### src/sv/arpc_pkg.sv
// arpc_pkg: shared constants, codes and types for the ARP cache responder.
// No dependencies; compiled first.
package arpc_pkg;

	localparam int ENTRIES = 16;
	localparam int IDX_W   = (ENTRIES > 1) ? $clog2(ENTRIES) : 1;

	localparam logic [10:0] MIN_FRAME   = 11'd28;
	localparam logic [15:0] HW_ETHERNET = 16'h0001;
	localparam logic [15:0] PROTO_IPV4  = 16'h0800;
	localparam logic [15:0] OP_REQUEST  = 16'h0001;
	localparam logic [31:0] TTL_RESET   = 32'd60000;
	localparam logic [47:0] MAC_BCAST   = 48'hFFFF_FFFF_FFFF;
	localparam logic [31:0] IP_ONES     = 32'hFFFF_FFFF;

	typedef logic [IDX_W-1:0] idx_t;

	typedef enum logic [1:0] {
		CMD_PACKET  = 2'd0,
		CMD_RESOLVE = 2'd1,
		CMD_ADD     = 2'd2,
		CMD_UNUSED  = 2'd3
	} cmd_t;

	typedef enum logic [1:0] {
		ACT_NONE    = 2'd0,
		ACT_DROPPED = 2'd1,
		ACT_REPLY   = 2'd2,
		ACT_REQUEST = 2'd3
	} action_t;

	typedef enum logic [0:0] {
		REG_OWN_IP = 1'd0,
		REG_TTL_MS = 1'd1
	} reg_idx_t;

	typedef enum logic [2:0] {
		ST_IDLE,
		ST_INS_SCAN,
		ST_RES_SCAN,
		ST_WRITE,
		ST_DONE
	} state_t;

endpackage

### src/sv/arpc_req_if.sv
// arpc_req_if: request channel (valid/ready plus request fields).
// Depends on nothing; fixed field widths.
interface arpc_req_if;
	logic        valid;
	logic        ready;
	logic [1:0]  cmd;
	logic [10:0] frame_length;
	logic [15:0] hardware_type;
	logic [15:0] protocol_type;
	logic [15:0] arp_opcode;
	logic [31:0] src_ip;
	logic [47:0] src_mac;
	logic [31:0] dst_ip;
	logic [31:0] query_ip;
	logic [47:0] entry_mac;
	logic [31:0] current_time;

	modport source (
		output valid, cmd, frame_length, hardware_type, protocol_type, arp_opcode,
		       src_ip, src_mac, dst_ip, query_ip, entry_mac, current_time,
		input  ready
	);
	modport sink (
		input  valid, cmd, frame_length, hardware_type, protocol_type, arp_opcode,
		       src_ip, src_mac, dst_ip, query_ip, entry_mac, current_time,
		output ready
	);
endinterface

### src/sv/arpc_rsp_if.sv
// arpc_rsp_if: response channel (valid/ready plus result fields).
// Depends on nothing; fixed field widths.
interface arpc_rsp_if;
	logic        valid;
	logic        ready;
	logic [1:0]  action;
	logic        resolved;
	logic [47:0] resolved_mac;
	logic [31:0] send_ip;
	logic [47:0] send_mac;

	modport source (
		output valid, action, resolved, resolved_mac, send_ip, send_mac,
		input  ready
	);
	modport sink (
		input  valid, action, resolved, resolved_mac, send_ip, send_mac,
		output ready
	);
endinterface

### src/sv/arp_cache_responder.sv
// Sequence after acceptance: a packet/add scans every slot, writes the chosen slot and then posts
// its response; a resolve scans until a valid IP match or the last slot; drops, broadcast resolves
// and the unused command post theirs directly. Throughput: one transaction at a time, one slot
// compared per cycle; the request side stays not ready until the response is posted. The result
// register lets the next request in while the last response waits. Reset (arst_n, async) clears
// the cache, sets own_ip 0 and ttl_ms 60000; no clearing pass is needed.
module arp_cache_responder (
	input  logic                 clk,
	input  logic                 arst_n,
	input  logic                 wr_en,
	input  arpc_pkg::reg_idx_t   wr_index,
	input  logic [31:0]          wr_data,
	arpc_req_if.sink             req,
	arpc_rsp_if.source           rsp
);
	import arpc_pkg::*;

	// Configuration
	logic [31:0] own_ip_q, ttl_ms_q;

	// Cache store, one slot read per cycle at the scan index
	logic        ent_valid_q [ENTRIES];
	logic [31:0] ent_ip_q    [ENTRIES];
	logic [47:0] ent_mac_q   [ENTRIES];
	logic [31:0] ent_stamp_q [ENTRIES];

	state_t state_q, state_d;

	// Working copy of the transaction
	logic [31:0] ip_q, now_q;
	logic [47:0] mac_q;
	idx_t        scan_q;

	// Insert slot search
	logic        match_f_q, free_f_q;
	idx_t        match_idx_q, free_idx_q, min_idx_q;
	logic [31:0] min_stamp_q;

	// Pending result
	action_t     res_action_q;
	logic        res_resolved_q;
	logic [47:0] res_rmac_q, res_smac_q;
	logic [31:0] res_sip_q;

	// Output register
	logic        out_valid_q;
	action_t     out_action_q;
	logic        out_resolved_q;
	logic [47:0] out_rmac_q, out_smac_q;
	logic [31:0] out_sip_q;

	// Shared compare step on the slot under the scan index
	logic        cur_valid, ip_eq, stamp_lt, last, res_hit, stale;
	logic [31:0] age;
	idx_t        tgt;
	logic        accept, cmd_bad_frame, cmd_bcast, out_free;

	assign cur_valid = ent_valid_q[scan_q];
	assign ip_eq     = (ent_ip_q[scan_q] == ip_q);
	assign stamp_lt  = (ent_stamp_q[scan_q] < min_stamp_q);
	assign age       = now_q - ent_stamp_q[scan_q];
	assign stale     = (age > ttl_ms_q);
	assign last      = (scan_q == idx_t'(ENTRIES - 1));
	assign res_hit   = cur_valid && ip_eq;
	assign tgt       = match_f_q ? match_idx_q : (free_f_q ? free_idx_q : min_idx_q);

	assign req.ready = (state_q == ST_IDLE);
	assign accept    = req.valid && req.ready;
	assign out_free  = !out_valid_q || rsp.ready;

	assign cmd_bad_frame = (req.frame_length < MIN_FRAME) || (req.hardware_type != HW_ETHERNET)
	                       || (req.protocol_type != PROTO_IPV4);
	assign cmd_bcast     = (req.query_ip == '0) || (req.query_ip == IP_ONES);

	// Sequencer
	always_ff @(posedge clk or negedge arst_n) begin
		if (!arst_n) begin
			state_q <= ST_IDLE;
		end else begin
			state_q <= state_d;
		end
	end

	always_comb begin
		state_d = state_q;
		unique case (state_q)
			ST_IDLE: begin
				if (req.valid) begin
					case (cmd_t'(req.cmd))
						CMD_PACKET:  state_d = cmd_bad_frame ? ST_DONE : ST_INS_SCAN;
						CMD_RESOLVE: state_d = cmd_bcast ? ST_DONE : ST_RES_SCAN;
						CMD_ADD:     state_d = ST_INS_SCAN;
						default:     state_d = ST_DONE;
					endcase
				end
			end
			ST_INS_SCAN: begin
				if (last) state_d = ST_WRITE;
			end
			ST_WRITE: state_d = ST_DONE;
			ST_RES_SCAN: begin
				if (res_hit || last) state_d = ST_DONE;
			end
			ST_DONE: begin
				if (out_free) state_d = ST_IDLE;
			end
			default: state_d = ST_IDLE;
		endcase
	end

	// Configuration writes
	always_ff @(posedge clk or negedge arst_n) begin
		if (!arst_n) begin
			own_ip_q <= '0;
			ttl_ms_q <= TTL_RESET;
		end else if (wr_en) begin
			unique case (wr_index)
				REG_OWN_IP: own_ip_q <= wr_data;
				REG_TTL_MS: ttl_ms_q <= wr_data;
				default: ;
			endcase
		end
	end

	// Cache store: cleared at reset, written once per insert, invalidated on stale hit
	always_ff @(posedge clk or negedge arst_n) begin
		if (!arst_n) begin
			for (int i = 0; i < ENTRIES; i++) begin
				ent_valid_q[i] <= 1'b0;
				ent_ip_q[i]    <= '0;
				ent_mac_q[i]   <= '0;
				ent_stamp_q[i] <= '0;
			end
		end else if (state_q == ST_WRITE) begin
			ent_valid_q[tgt] <= 1'b1;
			ent_ip_q[tgt]    <= ip_q;
			ent_mac_q[tgt]   <= mac_q;
			ent_stamp_q[tgt] <= now_q;
		end else if (state_q == ST_RES_SCAN && res_hit && stale) begin
			ent_valid_q[scan_q] <= 1'b0;
		end
	end

	// Scan control and slot search
	always_ff @(posedge clk or negedge arst_n) begin
		if (!arst_n) begin
			scan_q    <= '0;
			match_f_q <= 1'b0;
			free_f_q  <= 1'b0;
		end else if (accept) begin
			scan_q    <= '0;
			match_f_q <= 1'b0;
			free_f_q  <= 1'b0;
		end else if (state_q == ST_INS_SCAN || state_q == ST_RES_SCAN) begin
			if (!last) scan_q <= scan_q + idx_t'(1);
			if (state_q == ST_INS_SCAN) begin
				if (!match_f_q && ip_eq) match_f_q <= 1'b1;
				if (!free_f_q && !cur_valid) free_f_q <= 1'b1;
			end
		end
	end

	// Payload side of the search; no reset needed
	always_ff @(posedge clk) begin
		if (accept) begin
			ip_q  <= (cmd_t'(req.cmd) == CMD_PACKET) ? req.src_ip : req.query_ip;
			mac_q <= (cmd_t'(req.cmd) == CMD_PACKET) ? req.src_mac : req.entry_mac;
			now_q <= req.current_time;
		end else if (state_q == ST_INS_SCAN) begin
			if (!match_f_q && ip_eq) match_idx_q <= scan_q;
			if (!free_f_q && !cur_valid) free_idx_q <= scan_q;
			// first slot always seeds the oldest search; later ones need a strictly older stamp
			if (scan_q == '0 || stamp_lt) begin
				min_stamp_q <= ent_stamp_q[scan_q];
				min_idx_q   <= scan_q;
			end
		end
	end

	// Pending result: preset at accept, a resolve hit that is not stale overrides the miss default
	always_ff @(posedge clk) begin
		if (accept) begin
			res_action_q   <= ACT_NONE;
			res_resolved_q <= 1'b0;
			res_rmac_q     <= '0;
			res_sip_q      <= '0;
			res_smac_q     <= '0;
			case (cmd_t'(req.cmd))
				CMD_PACKET: begin
					if (cmd_bad_frame) begin
						res_action_q <= ACT_DROPPED;
					end else if (req.arp_opcode == OP_REQUEST && req.dst_ip == own_ip_q) begin
						res_action_q <= ACT_REPLY;
						res_sip_q    <= req.src_ip;
						res_smac_q   <= req.src_mac;
					end
				end
				CMD_RESOLVE: begin
					if (cmd_bcast) begin
						res_resolved_q <= 1'b1;
						res_rmac_q     <= MAC_BCAST;
					end else begin
						res_action_q <= ACT_REQUEST;
						res_sip_q    <= req.query_ip;
					end
				end
				default: ;
			endcase
		end else if (state_q == ST_RES_SCAN && res_hit && !stale) begin
			res_action_q   <= ACT_NONE;
			res_sip_q      <= '0;
			res_resolved_q <= 1'b1;
			res_rmac_q     <= ent_mac_q[scan_q];
		end
	end

	// Output register
	always_ff @(posedge clk or negedge arst_n) begin
		if (!arst_n) begin
			out_valid_q <= 1'b0;
		end else if (state_q == ST_DONE && out_free) begin
			out_valid_q <= 1'b1;
		end else if (rsp.ready) begin
			out_valid_q <= 1'b0;
		end
	end

	always_ff @(posedge clk) begin
		if (state_q == ST_DONE && out_free) begin
			out_action_q   <= res_action_q;
			out_resolved_q <= res_resolved_q;
			out_rmac_q     <= res_rmac_q;
			out_sip_q      <= res_sip_q;
			out_smac_q     <= res_smac_q;
		end
	end

	assign rsp.valid        = out_valid_q;
	assign rsp.action       = out_action_q;
	assign rsp.resolved     = out_resolved_q;
	assign rsp.resolved_mac = out_rmac_q;
	assign rsp.send_ip      = out_sip_q;
	assign rsp.send_mac     = out_smac_q;

endmodule

### src/flat_wrapper.sv
// flat-port wrapper written by rule: the top's interface ports become plain ports
module arp_cache_responder_flat import arpc_pkg::*;
  (clk, arst_n, wr_en, wr_index, wr_data, req_valid, req_cmd, req_frame_length, req_hardware_type, req_protocol_type, req_arp_opcode, req_src_ip, req_src_mac, req_dst_ip, req_query_ip, req_entry_mac, req_current_time, req_ready, rsp_valid, rsp_action, rsp_resolved, rsp_resolved_mac, rsp_send_ip, rsp_send_mac, rsp_ready);
  arpc_req_if req_i ();
  arpc_rsp_if rsp_i ();
  input  logic clk;
  input  logic arst_n;
  input  logic wr_en;
  input  arpc_pkg::reg_idx_t wr_index;
  input  logic [31:0] wr_data;
  input wire logic [$bits(req_i.valid)-1:0] req_valid;
  input wire logic [$bits(req_i.cmd)-1:0] req_cmd;
  input wire logic [$bits(req_i.frame_length)-1:0] req_frame_length;
  input wire logic [$bits(req_i.hardware_type)-1:0] req_hardware_type;
  input wire logic [$bits(req_i.protocol_type)-1:0] req_protocol_type;
  input wire logic [$bits(req_i.arp_opcode)-1:0] req_arp_opcode;
  input wire logic [$bits(req_i.src_ip)-1:0] req_src_ip;
  input wire logic [$bits(req_i.src_mac)-1:0] req_src_mac;
  input wire logic [$bits(req_i.dst_ip)-1:0] req_dst_ip;
  input wire logic [$bits(req_i.query_ip)-1:0] req_query_ip;
  input wire logic [$bits(req_i.entry_mac)-1:0] req_entry_mac;
  input wire logic [$bits(req_i.current_time)-1:0] req_current_time;
  output wire logic [$bits(req_i.ready)-1:0] req_ready;
  output wire logic [$bits(rsp_i.valid)-1:0] rsp_valid;
  output wire logic [$bits(rsp_i.action)-1:0] rsp_action;
  output wire logic [$bits(rsp_i.resolved)-1:0] rsp_resolved;
  output wire logic [$bits(rsp_i.resolved_mac)-1:0] rsp_resolved_mac;
  output wire logic [$bits(rsp_i.send_ip)-1:0] rsp_send_ip;
  output wire logic [$bits(rsp_i.send_mac)-1:0] rsp_send_mac;
  input wire logic [$bits(rsp_i.ready)-1:0] rsp_ready;
  assign req_i.valid = req_valid;
  assign req_i.cmd = req_cmd;
  assign req_i.frame_length = req_frame_length;
  assign req_i.hardware_type = req_hardware_type;
  assign req_i.protocol_type = req_protocol_type;
  assign req_i.arp_opcode = req_arp_opcode;
  assign req_i.src_ip = req_src_ip;
  assign req_i.src_mac = req_src_mac;
  assign req_i.dst_ip = req_dst_ip;
  assign req_i.query_ip = req_query_ip;
  assign req_i.entry_mac = req_entry_mac;
  assign req_i.current_time = req_current_time;
  assign req_ready = req_i.ready;
  assign rsp_valid = rsp_i.valid;
  assign rsp_action = rsp_i.action;
  assign rsp_resolved = rsp_i.resolved;
  assign rsp_resolved_mac = rsp_i.resolved_mac;
  assign rsp_send_ip = rsp_i.send_ip;
  assign rsp_send_mac = rsp_i.send_mac;
  assign rsp_i.ready = rsp_ready;
  arp_cache_responder u_core (.clk(clk), .arst_n(arst_n), .wr_en(wr_en), .wr_index(wr_index), .wr_data(wr_data), .req(req_i), .rsp(rsp_i));
endmodule
### config.mk
export PLATFORM = sky130hd
export DESIGN_NAME = arp_cache_responder_flat
export DESIGN_NICKNAME = d
export VERILOG_FILES = /design/src/sv/arpc_pkg.sv /design/src/sv/arpc_req_if.sv /design/src/sv/arpc_rsp_if.sv /design/src/sv/arp_cache_responder.sv /design/src/flat_wrapper.sv
export SDC_FILE = /design/constraint.sdc
export NUM_CORES = 2
export LEC_CHECK = 0
export ABC_AREA = 1
export BUFFER_PORTS_ARGS = -buffer_cell sky130_fd_sc_hd__clkbuf_2
export CORE_MARGIN = 1
export CORE_UTILIZATION = 40
export DETAILED_ROUTE_END_ITERATION = 8
export PLACE_DENSITY = 0.6
export SYNTH_ARGS = -nofsm -noshare
export SYNTH_HDL_FRONTEND = slang
export SYNTH_SLANG_ARGS = --single-unit
### constraint.sdc
create_clock -name clk -period 15.4 [get_ports clk]
set_input_delay 3.08 -clock clk [delete_from_list [all_inputs] [get_ports clk]]
set_output_delay 3.08 -clock clk [all_outputs]
set_load 0.01 [all_outputs]
==> parameters.txt <==
Parameter                              Value

Status
  Run status ... finished, final reports clean

Logic synthesis
  Top cells by area, synth ... sky130_fd_sc_hd__dfrtp_1, sky130_fd_sc_hd__o21ai_0, sky130_fd_sc_hd__edfxtp_1, sky130_fd_sc_hd__nand2_1, sky130_fd_sc_hd__nor2_1
  Most instantiated cells after synthesis ... sky130_fd_sc_hd__nand2_1, sky130_fd_sc_hd__o21ai_0, sky130_fd_sc_hd__dfrtp_1, sky130_fd_sc_hd__nor2_1, sky130_fd_sc_hd__clkbuf_1
  Number of flops mapped to enable cells by yosys ... 418
  Number of distinct standard cells referenced by the synthesized netlist ... 52
  Async SR Flop Fraction ... 81.8%
  Flops & latches, synth ... 2300
  Nets in the synthesized netlist ... 12200
  Post-synthesis instance total ... 11800
  Cell area after synthesis ... 102000 um^2
  Cell taking the most area after synthesis ... sky130_fd_sc_hd__dfrtp_1
  Synth warn ... 0
  Seq/Total Area, Yosys ... 58.4%
  Fraction of post-synthesis cell area in the top cell type by area ... 45.9%
  Average instance area after synthesis ... 8.69 um^2
  Library cell with the highest instance count after synthesis ... sky130_fd_sc_hd__nand2_1
  Most used DFF post-synth ... sky130_fd_sc_hd__dfrtp_1

Floorplan
  Core area ... 254000 um^2
  Starting density of the core ... 40.2%
  Total Die Area ... 257000 um^2
  Ports ... 456
  Horizontal die dimension ... 507 um
  Die boundary height ... 507 um
  Rows ... 185

CTS
  Number of buffers inserted by post-CTS setup repair ... 0
  CTS hold repair buffers ... 0
  Max clock buf depth ... 3
  Clock buffers created by TritonCTS ... 238
  Maximum level of the CTS H-tree ... 4
  Number of gates given a new drive strength after cts ... 0
  Clock input transition at the sequential cells of the worst setup and hold paths ... 0.06 ns
  Clk Tree Root Cell ... sky130_fd_sc_hd__clkbuf_16
  TritonCTS Sinks ... 2300
  CTS tree ... yes
  Source-to-sink clock delay at the later pin of the worst-skew pair ... 0.90 ns

Place
  Post-detailed-placement half-perimeter wirelength ... 167000 um
  Worst slack at placement ... 6.50 ns
  Total placed instance area ... 106000 um^2
  Weighted congestion reported at the end of routability-driven placement ... 0.828
  I/O Buffers ... 453
  Number of placed instances with taps included ... 14800

Worst hold path
  Hold path depth ... 0
  Worst min-delay path class ... register to register
  Endpoint, Worst Hold ... u_core.rsp.send_mac[28]$_DFFE_PP_
  HP Start ... u_core.res_smac_q[28]$_SDFFCE_PP0P_

Drt
  Initial detailed-routing violation count ... 9257
  Routed WL ... 305000 um
  DR vias/cell ... 5.45
  Avg WL per Cell ... 20.0 um
  TritonRoute pass-1 iters ... 6
  Antenna viol nets, final ... 0
  DRC violations left ... 0
  Total number of vias ... 83000

STA
  Share of the clock period used by the worst path after layout ... 57.8%
  Post-route minimum period ... 8.90 ns
  Final-report setup violation count ... 0
  Post-layout worst setup margin ... 6.50 ns
  Remaining max-slew budget at the tightest pin ... 10.0%
  Highest clock rate ... 0.112 GHz
  Final hold violation count ... 0
  Worst-case hold slack ... 0.389 ns
  Worst slew pin tran ... 1.35 ns
  Final Max Tran Viols ... 0
  Final worst clock skew ... 0.0617 ns
  Unrepaired setup endpoints after global routing ... no
  Post-route setup TNS ... 0 ns

Layout
  Sequential standard cell area ... 59700 um^2
  Number of nets at the end of the flow ... 12100
  Finished Cell Area ... 114000 um^2
  Number of filler instances in the final layout ... 24400
  Area of the multi-input gates ... 36900 um^2
  Fin util ... 45.0%
  Non-filler instance count after layout ... 15200
  Share of final-layout standard cells stronger than drive strength 1 ... 8.32%
  Relative area change from synthesis to final layout ... 11.9%

Setup path
  Largest stage delay on the critical path ... 0.75 ns
  Crit Path Category ... register to register
  Stages on worst setup path ... 30
  Worst Reg-to-Reg Cells ... 30
  Largest delay contributor family on the critical path ... buffers and inverters
  FF-to-FF setup slack ... 6.50 ns
  Endpoint type of the worst setup path ... register
  Critical path peak fanout ... 117
  Setup crit start kind ... register
  Required time of the worst setup path ... 15.92 ns
  Crit path buffers/inverters ... 6
  Most frequent CP cell ... sky130_fd_sc_hd__nand2_1
  Worst flop-to-flop path startpoint ... u_core.scan_q[1]$_DFFE_PN0P_
  Crit path DAT ... 9.42 ns
  Crit path max-delay cell type ... sky130_fd_sc_hd__buf_4
  RR Endpoint ... u_core.res_sip_q[8]$_SDFFCE_PN0P_

Pwr
  Worst-case vdd ir drop ... 0.170 mV
  Static leakage ... 51.7 nW
  Overall power of the completed layout ... 22.1 mW
  Power per unit of standard cell area ... 193 nW/um^2

Run
  Reported max-cap violation count ... 0

Global routing
  Pin count of the biggest net entering global routing ... 200
  Global-route wire length before repair ... 471000 um
  GR Overflow Total ... 0
  Total global-route track usage ... 23.4%
  Initial antenna violation count ... 11
  Vias in the first global route ... 79100
==> registers in the layout, summed over array words and instances, names as in the netlist, 3 cells and up <==
register,count
u_core.ent_stamp_q,512
u_core.ip_q,32
u_core.res_sip_q,32
u_core.own_ip_q,32
u_core.ttl_ms_q,32
u_core.res_rmac_q,48
u_core.match_idx_q,4
u_core.ent_ip_q,512
u_core.res_smac_q,48
u_core.state_q,3
u_core.ent_mac_q,768
u_core.scan_q,4
u_core.now_q,32
u_core.rsp.send_ip,32
u_core.min_idx_q,4
u_core.mac_q,48
u_core.rsp.resolved_mac,48
u_core.rsp.send_mac,48
u_core.ent_valid_q,16
u_core.free_idx_q,4
u_core.min_stamp_q,32
==> logic make-up (layout without fill, tap and decap cells) <==
family                     count (synthesis)  in the layout  share of synthesized area [%]
DFF                                     2300           2300                           58.4
adders and majority gates                100            100                           1.23
xor gates and xnor gates                  56             56                          0.480
other                                      0              7                              0
and+or+nand+nor                         4342           4342                           16.4
muxes                                      4              4                         0.0441
buffers and inverters                   1495           1599                           5.63
AOI/OAI and AO/OA                       3455           3455                           17.8
==> placed cells by master (no fill, tap or decap), types with 5 or more instances in the layout <==
cell type / instances
sky130_fd_sc_hd__a221oi_1: 50
sky130_fd_sc_hd__nor4_1: 22
sky130_fd_sc_hd__dfrtp_1: 1873
sky130_fd_sc_hd__nor2_4: 6
sky130_fd_sc_hd__o21ai_1: 134
sky130_fd_sc_hd__o21ai_0: 2696
sky130_fd_sc_hd__clkbuf_2: 452
sky130_fd_sc_hd__buf_4: 94
sky130_fd_sc_hd__clkbuf_1: 60
sky130_fd_sc_hd__clkbuf_16: 243
sky130_fd_sc_hd__nand2_1: 2981
sky130_fd_sc_hd__a22o_1: 50
sky130_fd_sc_hd__or2_2: 5
sky130_fd_sc_hd__a211oi_1: 7
sky130_fd_sc_hd__buf_12: 18
sky130_fd_sc_hd__clkbuf_8: 49
sky130_fd_sc_hd__diode_2: 7
sky130_fd_sc_hd__a31oi_1: 12
sky130_fd_sc_hd__dfstp_2: 7
sky130_fd_sc_hd__nor2_1: 1084
sky130_fd_sc_hd__inv_1: 579
sky130_fd_sc_hd__xor2_1: 37
sky130_fd_sc_hd__a21oi_1: 160
sky130_fd_sc_hd__clkinv_1: 23
sky130_fd_sc_hd__o22ai_1: 318
sky130_fd_sc_hd__nand2_4: 16
sky130_fd_sc_hd__clkinv_2: 36
sky130_fd_sc_hd__xnor2_1: 19
sky130_fd_sc_hd__nand3_1: 141
sky130_fd_sc_hd__nand4_1: 58
sky130_fd_sc_hd__ha_1: 99
sky130_fd_sc_hd__inv_6: 7
sky130_fd_sc_hd__clkinvlp_4: 7
sky130_fd_sc_hd__nor3_1: 15
sky130_fd_sc_hd__edfxtp_1: 418
sky130_fd_sc_hd__bufinv_16: 12
==> layer usage <==
layer  global-route usage (%)  wire [um]  vias to the layer above
li1                         -          -                    38800
met1                     32.9     137000                    40400
met2                     37.2     139000                     3242
met3                     3.69      21600                      467
met4                     6.55       7360                       10
met5                        0         62                        -
==> worst max path at each step <==
stage / startpoint / to / slack, ns
CTS: u_core.scan_q[1]$_DFFE_PN0P_ / u_core.res_sip_q[29]$_SDFFCE_PN0P_ / 6.46
floorplan: u_core.scan_q[0]$_DFFE_PN0P_ / u_core.res_action_q[0]$_SDFFCE_PN0P_ / 3.81
global placement: u_core.scan_q[1]$_DFFE_PN0P_ / u_core.res_sip_q[10]$_SDFFCE_PN0P_ / 6.44
finish: u_core.scan_q[1]$_DFFE_PN0P_ / u_core.res_sip_q[8]$_SDFFCE_PN0P_ / 6.50
global route: u_core.scan_q[0]$_DFFE_PN0P_ / u_core.res_sip_q[4]$_SDFFCE_PN0P_ / 5.96
detailed placement: u_core.scan_q[1]$_DFFE_PN0P_ / u_core.res_sip_q[10]$_SDFFCE_PN0P_ / 6.50
==> worst register-to-register path, delay by kind of cell (launching register included) <==
family	cells	cell delay (ns)
AOI/OAI and AO/OA	7	2.03
xor gates and xnor gates	1	0.17
and+or+nand+nor	14	1.73
buffers and inverters	6	3.07
DFF	1	0.73
adders and majority gates	2	0.72
==> power by group <==
group	internal, mW	switching [mW]
logic	2.48	5.09
clock network	3.34	2.48
registers	7.84	0.818
total	13.7	8.39
==> area by class of cell <==
cell class / instances / share of cell area (%)
Multi-Input combinational cell: 7957 / 32.3
Tap cell: 3366 / 3.68
Inverter: 587 / 1.95
Clock inverter: 96 / 0.856
Timing Repair Buffer: 564 / 2.91
Clock buffer: 352 / 6.10
Sequential cell: 2300 / 52.2
Antenna cell: 7 / 0.0153
(Power assumes the default switching activity.)
